==> config.mk <==
export PLATFORM = sky130hd
export DESIGN_NAME = mpeg_audio_frame_header_decoder_unit
export DESIGN_NICKNAME = d
export VERILOG_FILES = /design/src/design/mafhd_pkg.sv /design/src/design/mafhd_front.sv /design/src/design/mafhd_fifo.sv /design/src/design/mafhd_back.sv /design/src/design/mpeg_audio_frame_header_decoder_unit.sv
export SDC_FILE = /design/constraint.sdc
export NUM_CORES = 2
export LEC_CHECK = 0
export BUFFER_PORTS_ARGS = -buffer_cell sky130_fd_sc_hd__buf_2
export CAP_MARGIN = 20
export CORE_UTILIZATION = 59
export CTS_BUF_LIST = sky130_fd_sc_hd__clkbuf_4
export DETAILED_ROUTE_END_ITERATION = 8
export GPL_TIMING_DRIVEN = 1
export PLACE_DENSITY = 0.81
export SLEW_MARGIN = 10
export SYNTH_ARGS = -nofsm -noshare
export SYNTH_HDL_FRONTEND = slang
export SYNTH_SLANG_ARGS = --single-unit
export TNS_END_PERCENT = 10
==> constraint.sdc <==
create_clock -name clk -period 38.4 [get_ports clk]
set_input_delay 9.6 -clock clk [delete_from_list [all_inputs] [get_ports clk]]
set_output_delay 9.6 -clock clk [all_outputs]
set_load 0.02 [all_outputs]
==> src/design/mafhd_pkg.sv <==
// ----------------------------------------------------------------------------
// mafhd_pkg
// Shared types, status codes and ISO lookup tables for the MPEG audio frame
// header decoder.
// ----------------------------------------------------------------------------
package mafhd_pkg;

  typedef enum logic [1:0] {
    ST_OK       = 2'd0,
    ST_NO_SYNC  = 2'd1,
    ST_FREE_FMT = 2'd2,
    ST_BAD      = 2'd3
  } status_t;

  localparam logic [31:0] SYNC_MASK = 32'hFFE0_0000;

  // Quotient, numerator and divisor widths of the frame size division.
  localparam int unsigned QW = 12;
  localparam int unsigned NW = 26;
  localparam int unsigned DW = 16;

  localparam logic [17:0] L1_SCALE  = 18'd12000;
  localparam logic [17:0] L23_SCALE = 18'd144000;
  localparam logic [12:0] DEC_L1    = 13'd768;
  localparam logic [12:0] DEC_L23   = 13'd2304;
  localparam logic [1:0]  MODE_MONO = 2'd3;
  localparam logic [1:0]  LAYER_1   = 2'd1;
  localparam logic [1:0]  LAYER_3   = 2'd3;

  localparam logic [15:0] RATE_TAB [9] = '{
    16'd44100, 16'd48000, 16'd32000, 16'd22050, 16'd24000,
    16'd16000, 16'd11025, 16'd12000, 16'd8000
  };

  // Row is 3 * lsf + (layer - 1), column is the bitrate index.
  localparam logic [8:0] KBPS_TAB [6][16] = '{
    '{9'd0, 9'd32, 9'd64, 9'd96, 9'd128, 9'd160, 9'd192, 9'd224,
      9'd256, 9'd288, 9'd320, 9'd352, 9'd384, 9'd416, 9'd448, 9'd0},
    '{9'd0, 9'd32, 9'd48, 9'd56, 9'd64, 9'd80, 9'd96, 9'd112,
      9'd128, 9'd160, 9'd192, 9'd224, 9'd256, 9'd320, 9'd384, 9'd0},
    '{9'd0, 9'd32, 9'd40, 9'd48, 9'd56, 9'd64, 9'd80, 9'd96,
      9'd112, 9'd128, 9'd160, 9'd192, 9'd224, 9'd256, 9'd320, 9'd0},
    '{9'd0, 9'd32, 9'd48, 9'd56, 9'd64, 9'd80, 9'd96, 9'd112,
      9'd128, 9'd144, 9'd160, 9'd176, 9'd192, 9'd224, 9'd256, 9'd0},
    '{9'd0, 9'd8, 9'd16, 9'd24, 9'd32, 9'd40, 9'd48, 9'd56,
      9'd64, 9'd80, 9'd96, 9'd112, 9'd128, 9'd144, 9'd160, 9'd0},
    '{9'd0, 9'd8, 9'd16, 9'd24, 9'd32, 9'd40, 9'd48, 9'd56,
      9'd64, 9'd80, 9'd96, 9'd112, 9'd128, 9'd144, 9'd160, 9'd0}
  };

  typedef struct packed {
    status_t     status;
    logic [1:0]  layer;
    logic        is_mpeg25;
    logic        is_lsf;
    logic        protection_bit;
    logic [1:0]  channel_mode;
    logic [1:0]  mode_extension;
    logic        padding;
    logic [15:0] sample_rate_hz;
    logic [8:0]  bitrate_kbps;
    logic [12:0] decode_bytes;
  } hdr_t;

  typedef struct packed {
    hdr_t          hdr;
    logic [NW-1:0] numer;
    logic [DW-1:0] denom;
    logic          layer1;
    logic          halve;
    logic          ok;
  } job_t;

  typedef struct packed {
    job_t          job;
    logic [QW-1:0] quot;
  } div_stage_t;

endpackage

==> src/design/mafhd_front.sv <==
// ----------------------------------------------------------------------------
// mafhd_front
// Accepts header words, splits the fields, looks up rate and bitrate and
// forms the numerator of the frame size division for the back end.
// ----------------------------------------------------------------------------
module mafhd_front import mafhd_pkg::*; (
  input  logic        in_valid,
  output logic        in_ready,
  input  logic [31:0] in_header_word,
  input  logic        q_full,
  output logic        q_push,
  output job_t        q_job
);

  logic        sync_ok;
  logic [1:0]  lbits;
  logic [1:0]  layer;
  logic [3:0]  br_idx;
  logic [1:0]  sr_idx;
  logic        m25;
  logic        lsf;
  logic [3:0]  rate_idx;
  logic [2:0]  kbps_row;
  logic        bad;
  logic        ok;
  logic        halve;
  logic [15:0] sr;
  logic [8:0]  br;
  logic [26:0] prod;
  logic [12:0] dec_base;
  status_t     status;

  assign in_ready = !q_full;
  assign q_push   = in_valid && !q_full;

  always_comb begin
    sync_ok  = (in_header_word & SYNC_MASK) == SYNC_MASK;
    lbits    = in_header_word[18:17];
    // Layer code 3 - lbits + 1 wraps to 0 for the reserved code.
    layer    = 2'd0 - lbits;
    br_idx   = in_header_word[15:12];
    sr_idx   = in_header_word[11:10];
    m25      = !in_header_word[20];
    lsf      = m25 || !in_header_word[19];
    rate_idx = (m25 ? 4'd6 : (lsf ? 4'd3 : 4'd0)) + {2'b00, sr_idx};
    kbps_row = (lsf ? 3'd3 : 3'd0) + {1'b0, layer} - 3'd1;
    bad      = (layer == 2'd0) || (sr_idx == 2'd3) || (br_idx == 4'd15);

    if (!sync_ok) begin
      status = ST_NO_SYNC;
    end else if (bad) begin
      status = ST_BAD;
    end else if (br_idx == 4'd0) begin
      status = ST_FREE_FMT;
    end else begin
      status = ST_OK;
    end
    ok = status == ST_OK;

    sr    = (sr_idx == 2'd3) ? 16'd0 : RATE_TAB[rate_idx];
    br    = ok ? KBPS_TAB[kbps_row][br_idx] : 9'd0;
    halve = (layer == LAYER_3) && lsf;
    prod  = {18'd0, br} * {9'd0, (layer == LAYER_1) ? L1_SCALE : L23_SCALE};

    if (layer == LAYER_1) begin
      dec_base = DEC_L1;
    end else if (halve) begin
      dec_base = DEC_L23 >> 1;
    end else begin
      dec_base = DEC_L23;
    end

    q_job = '0;
    q_job.hdr.status = status;
    if (sync_ok) begin
      q_job.hdr.layer          = layer;
      q_job.hdr.is_mpeg25      = m25;
      q_job.hdr.is_lsf         = lsf;
      q_job.hdr.protection_bit = in_header_word[16];
      q_job.hdr.channel_mode   = in_header_word[7:6];
      q_job.hdr.mode_extension = in_header_word[5:4];
      q_job.hdr.padding        = in_header_word[9];
      q_job.hdr.sample_rate_hz = sr;
    end
    q_job.hdr.bitrate_kbps = br;
    if (ok) begin
      q_job.hdr.decode_bytes =
        (in_header_word[7:6] == MODE_MONO) ? dec_base : (dec_base << 1);
    end
    q_job.numer  = prod[NW-1:0];
    // A rejected header divides zero by one so the divider stays in range.
    q_job.denom  = ok ? sr : 16'd1;
    q_job.layer1 = layer == LAYER_1;
    q_job.halve  = halve;
    q_job.ok     = ok;
  end

endmodule

==> src/design/mafhd_fifo.sv <==
// ----------------------------------------------------------------------------
// mafhd_fifo
// Small register queue between the front end and the divider pipeline.
// ----------------------------------------------------------------------------
module mafhd_fifo #(
  parameter int W     = 8,
  parameter int DEPTH = 4
) (
  input  logic         clk,
  input  logic         rst_n,
  input  logic         push,
  input  logic [W-1:0] wr_data,
  output logic         full,
  input  logic         pop,
  output logic         not_empty,
  output logic [W-1:0] rd_data
);

  localparam int AW = (DEPTH > 1) ? $clog2(DEPTH) : 1;

  logic [W-1:0]  mem_r [DEPTH];
  logic [AW-1:0] wr_ptr_r, wr_ptr_nxt;
  logic [AW-1:0] rd_ptr_r, rd_ptr_nxt;
  logic [AW:0]   cnt_r, cnt_nxt;

  assign full      = cnt_r == (AW+1)'(DEPTH);
  assign not_empty = cnt_r != '0;
  assign rd_data   = mem_r[rd_ptr_r];

  always_comb begin
    wr_ptr_nxt = wr_ptr_r;
    rd_ptr_nxt = rd_ptr_r;
    cnt_nxt    = cnt_r;
    if (push) begin
      wr_ptr_nxt = (wr_ptr_r == AW'(DEPTH - 1)) ? '0 : wr_ptr_r + 1'b1;
    end
    if (pop) begin
      rd_ptr_nxt = (rd_ptr_r == AW'(DEPTH - 1)) ? '0 : rd_ptr_r + 1'b1;
    end
    if (push && !pop) begin
      cnt_nxt = cnt_r + 1'b1;
    end else if (pop && !push) begin
      cnt_nxt = cnt_r - 1'b1;
    end
  end

  always_ff @(posedge clk) begin
    if (!rst_n) begin
      wr_ptr_r <= '0;
      rd_ptr_r <= '0;
      cnt_r    <= '0;
    end else begin
      wr_ptr_r <= wr_ptr_nxt;
      rd_ptr_r <= rd_ptr_nxt;
      cnt_r    <= cnt_nxt;
    end
  end

  always_ff @(posedge clk) begin
    if (push) begin
      mem_r[wr_ptr_r] <= wr_data;
    end
  end

endmodule

==> src/design/mafhd_back.sv <==
// ----------------------------------------------------------------------------
// mafhd_back
// Restoring divider pipeline, one quotient bit per stage, followed by the
// frame size finish and the output register.
// ----------------------------------------------------------------------------
module mafhd_back import mafhd_pkg::*; (
  input  logic        clk,
  input  logic        rst_n,
  input  logic        q_valid,
  input  job_t        q_job,
  output logic        q_pop,
  output logic        out_valid,
  input  logic        out_ready,
  output hdr_t        out_hdr,
  output logic [11:0] out_payload
);

  localparam int SW = DW + QW;

  function automatic div_stage_t div_step(div_stage_t s, int bitpos);
    logic [SW-1:0] shifted;
    div_stage_t    r;
    shifted = SW'(s.job.denom) << bitpos;
    r = s;
    if ({{(SW-NW){1'b0}}, s.job.numer} >= shifted) begin
      r.job.numer  = s.job.numer - shifted[NW-1:0];
      r.quot[bitpos] = 1'b1;
    end
    return r;
  endfunction

  div_stage_t    st_r   [QW];
  div_stage_t    st_nxt [QW];
  logic [QW-1:0] vld_r;
  logic          en;
  logic          out_valid_r;
  hdr_t          out_hdr_r;
  logic [11:0]   out_payload_r, out_payload_nxt;
  div_stage_t    head;
  logic [11:0]   fs;

  // The whole pipeline moves together whenever the output word can move.
  assign en          = !out_valid_r || out_ready;
  assign q_pop       = en && q_valid;
  assign out_valid   = out_valid_r;
  assign out_hdr     = out_hdr_r;
  assign out_payload = out_payload_r;

  assign head = '{job: q_job, quot: '0};

  for (genvar g = 0; g < QW; g++) begin : g_stage
    if (g == 0) begin : g_first
      always_comb st_nxt[g] = div_step(head, QW - 1 - g);
    end else begin : g_rest
      always_comb st_nxt[g] = div_step(st_r[g-1], QW - 1 - g);
    end

    always_ff @(posedge clk) begin
      if (!rst_n) begin
        vld_r[g] <= 1'b0;
      end else if (en) begin
        vld_r[g] <= (g == 0) ? q_valid : vld_r[(g == 0) ? 0 : g - 1];
      end
    end

    always_ff @(posedge clk) begin
      if (en) begin
        st_r[g] <= st_nxt[g];
      end
    end
  end

  always_comb begin
    fs = st_r[QW-1].job.halve ? (st_r[QW-1].quot >> 1) : st_r[QW-1].quot;
    if (!st_r[QW-1].job.ok) begin
      out_payload_nxt = 12'd0;
    end else if (st_r[QW-1].job.layer1) begin
      out_payload_nxt =
        ((st_r[QW-1].quot + {11'd0, st_r[QW-1].job.hdr.padding}) << 2) - 12'd4;
    end else begin
      out_payload_nxt = fs + {11'd0, st_r[QW-1].job.hdr.padding} - 12'd4;
    end
  end

  always_ff @(posedge clk) begin
    if (!rst_n) begin
      out_valid_r <= 1'b0;
    end else if (en) begin
      out_valid_r <= vld_r[QW-1];
    end
  end

  always_ff @(posedge clk) begin
    if (en) begin
      out_hdr_r     <= st_r[QW-1].job.hdr;
      out_payload_r <= out_payload_nxt;
    end
  end

endmodule

==> src/design/mpeg_audio_frame_header_decoder_unit.sv <==
// ----------------------------------------------------------------------------
// mpeg_audio_frame_header_decoder_unit
// Decodes MPEG-1/2/2.5 audio frame headers into fields, rates and sizes.
// ----------------------------------------------------------------------------
// One header word is taken per cycle while the queue has room, and one result
// word comes out for each, in order: field decode, table lookup and the
// bitrate multiply happen in the accepting cycle and write the queue, then
// the frame size divider follows (one quotient bit per stage, the first
// stage loaded from the queue), and last the output register. The queue of
// FIFO_DEPTH words absorbs short output stalls; a long stall fills it and
// drops in_ready.
module mpeg_audio_frame_header_decoder_unit import mafhd_pkg::*; #(
  parameter int FIFO_DEPTH = 4
) (
  input  logic        clk,
  input  logic        rst_n,
  input  logic        in_valid,
  output logic        in_ready,
  input  logic [31:0] in_header_word,
  output logic        out_valid,
  input  logic        out_ready,
  output logic [1:0]  out_status,
  output logic [1:0]  out_layer,
  output logic        out_is_mpeg25,
  output logic        out_is_lsf,
  output logic        out_protection_bit,
  output logic [1:0]  out_channel_mode,
  output logic [1:0]  out_mode_extension,
  output logic        out_padding,
  output logic [15:0] out_sample_rate_hz,
  output logic [8:0]  out_bitrate_kbps,
  output logic [11:0] out_frame_payload_bytes,
  output logic [12:0] out_decode_bytes
);

  localparam int JW = $bits(job_t);

  job_t          push_job;
  logic          q_push, q_full, q_pop, q_not_empty;
  logic [JW-1:0] q_rd_bits;
  hdr_t          hdr;

  mafhd_front u_front (
    .in_valid       (in_valid),
    .in_ready       (in_ready),
    .in_header_word (in_header_word),
    .q_full         (q_full),
    .q_push         (q_push),
    .q_job          (push_job)
  );

  mafhd_fifo #(
    .W     (JW),
    .DEPTH (FIFO_DEPTH)
  ) u_fifo (
    .clk       (clk),
    .rst_n     (rst_n),
    .push      (q_push),
    .wr_data   (push_job),
    .full      (q_full),
    .pop       (q_pop),
    .not_empty (q_not_empty),
    .rd_data   (q_rd_bits)
  );

  mafhd_back u_back (
    .clk         (clk),
    .rst_n       (rst_n),
    .q_valid     (q_not_empty),
    .q_job       (job_t'(q_rd_bits)),
    .q_pop       (q_pop),
    .out_valid   (out_valid),
    .out_ready   (out_ready),
    .out_hdr     (hdr),
    .out_payload (out_frame_payload_bytes)
  );

  assign out_status         = hdr.status;
  assign out_layer          = hdr.layer;
  assign out_is_mpeg25      = hdr.is_mpeg25;
  assign out_is_lsf         = hdr.is_lsf;
  assign out_protection_bit = hdr.protection_bit;
  assign out_channel_mode   = hdr.channel_mode;
  assign out_mode_extension = hdr.mode_extension;
  assign out_padding        = hdr.padding;
  assign out_sample_rate_hz = hdr.sample_rate_hz;
  assign out_bitrate_kbps   = hdr.bitrate_kbps;
  assign out_decode_bytes   = hdr.decode_bytes;

endmodule

==> qor.yml <==
outcome: "finished clean"
synth_top_family_by_area: "simple AND/OR/NAND/NOR gates"
layout_common_cells: "edfxtp_1 (1307), clkbuf_4 (463), inv_1 (269)"
drt_iter0_drc: 2077
cp.required_ns: 39.26
grt_pass1_wl_um: 151000
synth_fa_ha_area_share_pct: 6.58
arrival_ns: 16.39
fin_crit_ns: 15.54
worstSetupPathType: "input port to register"
antenna_found_initial: 2
synthMuxAreaShare_pct: 3.76
drive_gt1_share_pct: 17.1
die_y_um: 312
ctsResizeCount: 0
rsz0062_at_grt: "no"
avgSynthCellArea_um2: 15.2
cts_buffers: 334
h-tree-depth: 5
slew_headroom_pct: 28.0
synth_area_um2: 56900
core_um2: 95300
async_flop_share_pct: 0
wirelength_um: 93700
cts_hold_buf: 0
root_buffer: "clkbuf_4"
synth.distinct_cells: 85
setup_tns_ns: 0
synth-xor-area-share_pct: 3.28
cts_tree: "done"
layout_commonest_cell: "edfxtp_1"
slew_violations: 0
die_x_um: 312
skew_ns: 0.0849
netlist.top_cell.by_area: "edfxtp_1"
wire_per_inst_um: 16.7
finalHoldViolations: 0
ir_drop_uv: 42.4
seq_area_um2: 39700
syn_to_final_growth_pct: 10.5
ys_ff_latch: 1329
multiInputGateArea_um2: 15800
timing.fmax_mhz: 64.4
first_pass_iters: 6
setup.worst_path.start_class: "input port"
grt_usage_pct: 19.4
first_global_vias: 31529
netlist_top_cells_area: "edfxtp_1 (69%), ha_1 (5.4%), mux4_2 (2.9%)"
postCtsSetupBuffers: 0
clock-sinks: 1329
clk_latency_ns: 1.14
powerDensity_nw_per_um2: 89.6
route.detailed.drc: 0
portBuffers: 83
max_slew.worst_pin.slew_ns: 1.08
place_congestion: 0.911
critPathCaptureType: "register"
cp_max_fo: 12
die-area_um2: 97600
cap_viol_max_count: 0
ys.flop_type: "edfxtp_1"
clk_path_buf_depth: 4
synth-compound-area-share_pct: 6.90
min_period_over_period_pct: 40.5
clkTransAtPathRegs_ns: 0.06
synth_edf_count: 1307
hpwl_um: 61300
row_count: 113
grt_max_degree: 223
dr_total_vias: 30892
synth-simple-area-share_pct: 7.13
finalSetupViolCount: 0
hold_path_class: "register to register"
regToRegSetupSlack_ns: 33.26
yosysTopAreaCellShare_pct: 69.0
power_leakage_nw: 25.0
antenna_left: 0
initial_core_util_pct: 59.7
io_pins: 100
overflow: 0
vias_per_cell: 5.52
nFillCells: 6471
finalNetCount: 4430
ys_seq_area_share_pct: 69.8
hold_slack_ns: 0.376
ys_warn_count: 0
netlist_instances: 3749
## logic make-up after synthesis
group / Yosys count
AND/OR/NAND/NOR: 829
XOR/XNOR: 213
other: 1
buffers and inverters: 366
multiplexers: 118
adder cells (fa/ha/maj): 279
flip-flops: 1329
AO/OA/AOI/OAI: 614
## routing by layer
| metal | part of all wire (%) | vias to the layer above | GRT usage (%) |
|---|---|---|---|
| met5 | 0 | - | 0 |
| met4 | 3.6 | 0 | 10.9 |
| met3 | 4.2 | 207 | 3.37 |
| met2 | 53 | 794 | 35.0 |
| met1 | 39 | 14858 | 21.6 |
| li1 | - | 15033 | - |
## worst max-delay path: stages
cell and delay [ns]:
buf_2 0.12, inv_1 0.11, ha_1 0.35, nand3b_1 0.24
nand2_1 0.10, ha_1 0.20, xor2_1 0.72, a21oi_1 0.14
a2111oi_1 0.42, buf_4 0.24, inv_1 0.08, nor2_1 0.42
ha_1 0.32, inv_1 0.06, fa_1 0.43, fa_1 0.54
inv_1 0.04, ha_1 0.34, fa_1 0.48, a21o_1 0.21
a21oi_1 0.22, nor2b_1 0.09, o211ai_1 0.16, nand2_1 0.10
a41oi_1 0.26, nor2b_1 0.19, xnor2_1 0.20
## sequential cells by signal, indices dropped and copies added, names as in the netlist, named ones only
register	cells
u_back.out_hdr	38
u_back.out_payload	12
u_back.out_valid	1
u_back.st_r	961
u_back.vld_r	12
u_fifo.cnt_r	3
u_fifo.mem_r	296
u_fifo.rd_ptr_r	2
u_fifo.wr_ptr_r	2
## stage by stage
step	cells	util [%]	worst slack (ns)	cell area, µm²	total power [mW]
after detailed placement	5041	61.7	21.82	58800	4.53
after global placement	5041	61.7	21.86	58800	4.42
after global routing	5598	65.9	22.32	62800	6.01
final	5598	65.9	22.86	62800	5.63
after CTS	5592	65.8	22.99	62700	5.66
after floorplan	3759	-	14.97	56900	4.04
## area by class of cell
| type | count | area share, % |
|---|---|---|
| Inverter | 271 | 1.63 |
| Clock buffer | 463 | 5.53 |
| Antenna cell | 3 | 0.0120 |
| Timing Repair Buffer | 115 | 1.11 |
| Sequential cell | 1329 | 63.2 |
| Clock inverter | 88 | 0.787 |
| Multi-Input combinational cell | 2064 | 25.2 |
| Tap cell | 1265 | 2.52 |
## Yosys cell counts (30+ instances only)
library cell / n
o21ai_0: 163
xnor2_1: 98
nor3_1: 75
nand2_1: 244
a21oi_1: 184
nor2b_1: 51
mux4_2: 73
nand3_1: 54
fa_1: 33
xor2_1: 115
a21o_1: 52
and2_1: 34
or3_1: 30
clkbuf_1: 62
ha_1: 246
edfxtp_1: 1307
inv_1: 270
nor2_1: 189
mux2_2: 33
## report_power, final
group	internal (mW)	total, mW	switching, mW
clock	0.587	1.10	0.510
sequential	2.34	2.59	0.249
combinational	0.857	1.94	1.09
## worst paths after layout
check,from,endpoint,depth (start not counted)
min reg2reg,u_back.st_r[2][394]$_DFFE_PP_,u_back.out_hdr[16]$_DFFE_PP_,0
max,in_header_word[17],u_fifo.mem_r[2][41]$_DFFE_PP_,27
min,u_back.st_r[2][394]$_DFFE_PP_,u_back.out_hdr[16]$_DFFE_PP_,0
max reg2reg,register,u_back.st_r[0][54]$_DFFE_PP_,13
(Power assumes the default switching activity.)
